===== src/design/cmh_pkg.sv =====
// Shared types, constants and the bucket hash for the count-min sketch counter unit.
// Depends on nothing; every other design file but cmh_ram imports it.
package cmh_pkg;

  localparam int ROWS        = 4;
  localparam int BUCKET_BITS = 10;
  localparam int BUCKETS     = 1 << BUCKET_BITS;
  localparam int KEY_BYTES   = 8;

  localparam int KEY_W     = 64;
  localparam int KEY_LEN_W = 4;
  localparam int CNT_W     = 8;
  localparam int SEED_W    = 32;
  localparam int SEED_REGS = 4;
  localparam int CFG_IDX_W = 2;
  localparam int TALLY_W   = 31;
  localparam int KIND_W    = 2;

  // h*33 is h + (h << 5)
  localparam int HASH_SHIFT = 5;

  localparam logic [CNT_W-1:0]   CNT_MAX   = '1;
  localparam logic [TALLY_W-1:0] TALLY_MAX = '1;

  localparam logic [SEED_REGS-1:0][SEED_W-1:0] SEED_RESET = {
    32'd4, 32'd3, 32'd2, 32'd1
  };

  localparam logic [KIND_W-1:0] KIND_INSERT = 2'd0;
  localparam logic [KIND_W-1:0] KIND_QUERY  = 2'd1;
  localparam logic [KIND_W-1:0] KIND_CLEAR  = 2'd2;

  typedef struct packed {
    logic [KIND_W-1:0]    kind;
    logic [KEY_W-1:0]     key_bytes;
    logic [KEY_LEN_W-1:0] key_length;
    logic [CNT_W-1:0]     add_amount;
  } in_t;

  typedef struct packed {
    logic [CNT_W-1:0]   estimate;
    logic               overflow_cleared;
    logic [TALLY_W-1:0] insert_total;
    logic               total_valid;
  } out_t;

  // Controller to datapath
  typedef struct packed {
    logic load;
    logic update;
    logic clear_step;
  } cmd_t;

  // Datapath to controller
  typedef struct packed {
    logic go_clear;
    logic clr_last;
  } sts_t;

  // Only the low BUCKET_BITS of the hash reach the bucket, so carry just those.
  function automatic logic [BUCKET_BITS-1:0] bucket_of(
    input logic [SEED_W-1:0]    seed,
    input logic [KEY_W-1:0]     key,
    input logic [KEY_LEN_W-1:0] len
  );
    logic [BUCKET_BITS-1:0] h;
    logic [BUCKET_BITS-1:0] b;
    h = seed[BUCKET_BITS-1:0];
    for (int k = 0; k < KEY_BYTES; k++) begin
      b = {{(BUCKET_BITS-8){key[8*k+7]}}, key[8*k +: 8]};
      if (KEY_LEN_W'(k) < len) begin
        h = h + (h << HASH_SHIFT) + b;
      end
    end
    return h;
  endfunction

endpackage


===== src/design/cmh_ctrl.sv =====
// Controller for the count-min sketch unit: idle, update and clearing-pass states.
// Depends on cmh_pkg for the command and status structs.
module cmh_ctrl (
  input  logic          clk_i,
  input  logic          rst_ni,
  input  logic          start_i,
  output logic          busy_o,
  output cmh_pkg::cmd_t cmd_o,
  input  cmh_pkg::sts_t sts_i
);
  import cmh_pkg::*;

  typedef enum logic [2:0] {
    ST_IDLE   = 3'b001,
    ST_UPDATE = 3'b010,
    ST_CLEAR  = 3'b100
  } state_e;

  state_e state_q, state_d;

  always_comb begin
    state_d = state_q;
    unique case (state_q)
      ST_IDLE: begin
        if (start_i) state_d = ST_UPDATE;
      end
      ST_UPDATE: begin
        state_d = sts_i.go_clear ? ST_CLEAR : ST_IDLE;
      end
      ST_CLEAR: begin
        if (sts_i.clr_last) state_d = ST_IDLE;
      end
      default: state_d = ST_CLEAR;
    endcase
  end

  // Reset lands in the clearing pass so the store starts zeroed.
  always_ff @(posedge clk_i or negedge rst_ni) begin
    if (!rst_ni) begin
      state_q <= ST_CLEAR;
    end else begin
      state_q <= state_d;
    end
  end

  assign busy_o            = (state_q != ST_IDLE);
  assign cmd_o.load        = (state_q == ST_IDLE) && start_i;
  assign cmd_o.update      = (state_q == ST_UPDATE);
  assign cmd_o.clear_step  = (state_q == ST_CLEAR);

`ifndef SYNTHESIS
  a_accept_then_update: assert property (@(posedge clk_i) disable iff (!rst_ni)
    (start_i && !busy_o) |=> cmd_o.update)
    else $error("accepted beat not followed by update");

  a_update_single: assert property (@(posedge clk_i) disable iff (!rst_ni)
    cmd_o.update |=> !cmd_o.update)
    else $error("update held longer than one cycle");
`endif

endmodule


===== config.mk =====
export PLATFORM = sky130hd
export DESIGN_NAME = cmh_ctrl
export DESIGN_NICKNAME = d
export VERILOG_FILES = /design/src/design/cmh_pkg.sv /design/src/design/cmh_ctrl.sv
export SDC_FILE = /design/constraint.sdc
export NUM_CORES = 1
export LEC_CHECK = 0
export BUFFER_PORTS_ARGS = -buffer_cell sky130_fd_sc_hd__buf_2
export CORE_AREA = 5 5 42 44
export DETAILED_ROUTE_END_ITERATION = 7
export DIE_AREA = 0 0 47 49
export RECOVER_POWER = 25
export SYNTH_ARGS = -nofsm -noshare
export SYNTH_HDL_FRONTEND = slang
export SYNTH_SLANG_ARGS = --single-unit
export TNS_END_PERCENT = 30

===== constraint.sdc =====
create_clock -name clk_i -period 1.35 [get_ports clk_i]
set_clock_uncertainty 0.05 [all_clocks]
set_input_delay 0.2025 -clock clk_i [delete_from_list [all_inputs] [get_ports clk_i]]
set_output_delay 0.2025 -clock clk_i [all_outputs]
set_load 0.02 [all_outputs]

; Yosys cells after proc, flatten, opt, wreduce, memory -nomap -nowiden
; Index checks and enable logic that the tools add are counted.
[op_classes]
mux = 4
n_reduce_logical = 2
eq_ne = 6
[ops]
columns = operator, n
row1 = 2-to-1 mux 3 bit, 3
row2 = case mux 3 bit (3 select lines), 1
row3 = equality test 3 x 1 -> 1 bit (second input constant), 1
row4 = equality test 3 x 2 -> 1 bit (second input constant), 1
row5 = equality test 3 bit (second input constant), 1
row6 = != test 3 x 1 -> 1 bit (second input constant), 1
row7 = != test 2 x 1 -> 1 bit (second input constant), 1
row8 = != test 2 bit (second input constant), 1
row9 = AND reduction 2 bit, 1
row10 = logical AND 1 bit, 1
[word_totals]
word_cells = 13
reg_bits = 3
out_inout_bits = 4
inputBits = 5

; Logic depth before layout (Yosys ltp)
[logic_depth]
ltp_word = 3
depth_mapped = 2
ltp_nobuf = 2

; Least setup slack after synthesis
; Ideal clock, no wire load.
[synth_path]
path_kind = reg2out
startpoint = register state_q[2]
endpoint = output port cmd_o[0] (netlist bit)
t_required_ps = 1097
n_path_buf = 0
setup_slack_ps = -7
path_stages_with_launch = 2
arrival_time_ps = 1104
cell_sequence = dfstp_2 > nor3b_1
[synth_lines]
columns = item, line_no
row1 = "start, declared", cmh_ctrl.sv:19  ; state_e state_q, state_d;
row2 = "start signal, assigned", cmh_ctrl.sv:42  ; state_q <= state_d;
row3 = "end, declared", cmh_ctrl.sv:8  ; output cmh_pkg::cmd_t cmd_o,

==> flow_summary.json <==
{
  "grt_pass1_vias": 189,
  "pwr-share-seq_pct": 25.4,
  "synth_mux_area_share_pct": 0,
  "synth-xor-area-share_pct": 0,
  "diodes": 0,
  "viasPerCell": 3.67,
  "end_kind": "output pin",
  "status": "complete, but fails checks",
  "grt.total_usage_pct": 5.36,
  "p_per_area_mw_per_mm2": 2020,
  "hpwl_um": 358,
  "die-area_mm2": 0.00230,
  "drt-total-wl_um": 518,
  "tightestPinTransition_ns": 0.231,
  "antenna_found_initial": 0,
  "switching_power_mw": 0.244,
  "cts_buffers": 3,
  "synth.avg_cell_area_um2": 12.9,
  "largest_register": "state_q",
  "drcViolationCount": 0,
  "regArea_um2": 76.3,
  "met1_length_um": 244,
  "p_sw_share_pct": 35.0,
  "rows": 14,
  "clkLatencyLatePin_ns": 0.23,
  "drive_gt1_share_pct": 62.5,
  "setup_ws_ns": -0.0517,
  "r2r_slack_ns": 0.03,
  "routed-wl-met3_um": 67,
  "worstHoldStart": "start_i",
  "die_h_um": 49,
  "pwr-share-clk_pct": 22.8,
  "layout_common_cells": "5 x buf_2, 5 x buf_4, 3 x clkbuf_4",
  "io_pins": 9,
  "setup_viol_count_final": 2,
  "clk_pin_slew_ns": 0.04,
  "grt_max_degree": 5,
  "violations": "setup timing",
  "wl_met2_um": 205,
  "reg.largest.list": "state_q: 3 flops",
  "cts_htree_levels": 1,
  "rsz0062_at_grt": "yes",
  "max_freq_mhz": 713,
  "critPathKind": "flop to output pin",
  "gp_congestion": 0.704,
  "hold_viol_final": 0,
  "top_layer": "met3",
  "synth_top_family_by_area": "simple AND/OR/NAND/NOR gates",
  "fillers": 161,
  "antenna_left": 0,
  "power_leakage_nw": 0.149,
  "fin_crit_sh_pct": 104,
  "portBuffers": 8,
  "ys_types": 11,
  "final_nets": 38,
  "hold_class": "primary input to flop",
  "seq_area_frac_synth_pct": 42.4,
  "cts_tree": "done",
  "num_vias": 176,
  "min_path_cells": 2,
  "yosysWarningCount": 0,
  "synth_compound_area_share_pct": 0,
  "clk_path_buf_depth": 2,
  "multiInputGateArea_um2": 120,
  "crit_path_start": "state_q[0]",
  "path_max_fanout": 4,
  "drtIter0Drc": 0,
  "core_mm2": 0.00140,
  "synth_seq_cells": 3,
  "ir_drop_mv": 0.532,
  "root_buffer": "clkbuf_4",
  "required_ns": 1.10,
  "clock_sinks": 3,
  "cp.arrival_ns": 1.15,
  "final_area_um2": 345,
  "netlist_area_um2": 180,
  "die-width_um": 47,
  "placed_cell_area_um2": 260,
  "worstReg2RegEnd": "state_q[0]",
  "grt_pass1_wl_um": 814,
  "maxSlewViolCount": 0,
  "slew_headroom_pct": 84.5,
  "maxCapViolCount": 0,
  "syn2layout_area_growth_pct": 91.7,
  "synth-simple-area-share_pct": 55.6,
  "worst_setup_path_start_kind": "flop",
  "firstDrtPassIters": 1,
  "p_total_mw": 0.697,
  "initial_utilization_pct": 12.9,
  "synthAdderAreaFrac_pct": 0,
  "r2r_start": "state_q[0]",
  "critPathCapture": "cmd_o[2]",
  "synth_cells": 14,
  "reg2reg_depth": 4,
  "routedWlPerCell_um": 10.8,
  "synthesis.nets": 19,
  "fin_crit_ns": 1.40,
  "largest_reg_flops": 3,
  "intPower_mw": 0.453,
  "overflow": 0,
  "combPwrFrac_pct": 51.8
}
cell type report:
| type | instances | area share [%] |
|---|---|---|
| multi-input cells | 10 | 34.8 |
| clock buffers | 4 | 7.61 |
| flip-flops and latches | 3 | 22.1 |
| repair buffers | 14 | 28.6 |
| inverters | 1 | 1.09 |
| well taps | 16 | 5.80 |
metrics by stage:
stage / setup TNS [ns] / hold slack, ns / setup slack [ns] / cells / utilization, %
floorplan: 0 / -0.143 / 0.0931 / 14 / -
global placement: 0 / -0.0461 / 0.125 / 40 / 18.6
detailed placement: 0 / -0.0458 / 0.110 / 40 / 18.6
CTS: -0.106 / 0.165 / -0.0541 / 47 / 23.6
global route: -0.267 / 0.182 / -0.101 / 48 / 24.6
finish: -0.0922 / 0.169 / -0.0517 / 48 / 24.6
layer usage:
layer	GRT usage [%]	vias up
li1	-	87
met1	6.61	80
met2	5.43	9
met3	4.80	0
met4	4.15	0
met5	0	-
worst min path at each step:
| stage | to | slack, ns |
|---|---|---|
| after floorplan | state_q[0] | -0.14 |
| after global placement | state_q[0] | -0.05 |
| after detailed placement | state_q[0] | -0.05 |
| after CTS | state_q[1] | 0.17 |
| after global routing | state_q[1] | 0.18 |
| final | state_q[1] | 0.17 |
cells in the mapped netlist:
cell | count | share of area, %
and2_1 | 2 | 6.9
dfrtp_1 | 2 | 28
nor3b_1 | 2 | 8.3
dfstp_2 | 1 | 15
inv_1 | 1 | 2.1
nor3_1 | 1 | 2.8
nor3b_2 | 1 | 6.9
nor4b_1 | 1 | 4.9
nor4b_2 | 1 | 8.3
nor4bb_4 | 1 | 14
or3_1 | 1 | 3.5
timing repair:
| item | 4_1_cts | 5_1_grt |
|---|---|---|
| gates cloned | 0 | 0 |
| setup endpoints to repair | 4 | 4 |
| gates resized for setup | 5 | 1 |
| endpoints found under the hold margin | 3 | 0 |
| pin swaps | 1 | 0 |
| setup buffers | 2 | 1 |
| hold buffers | 1 | 0 |
worst max-delay path, cell delays in order (launching register included):
cell	delay (ns)
dfrtp_1	0.40
nor3b_4	0.24
and2_1	0.16
buf_6	0.12
power groups by stage:
stage | clock [mW] | sequential [mW] | combinational (mW)
finish | 0.159 | 0.177 | 0.361
global route | 0.175 | 0.179 | 0.388
CTS | 0.166 | 0.177 | 0.326
detailed placement | 0 | 0.181 | 0.251
global placement | 0 | 0.176 | 0.251
floorplan | 0 | 0.187 | 0.152
kinds of logic after synthesis:
group	after synthesis
and+or+nand+nor	10
buffers and inverters	1
DFF	3
Power figures use the tool's default switching activity.
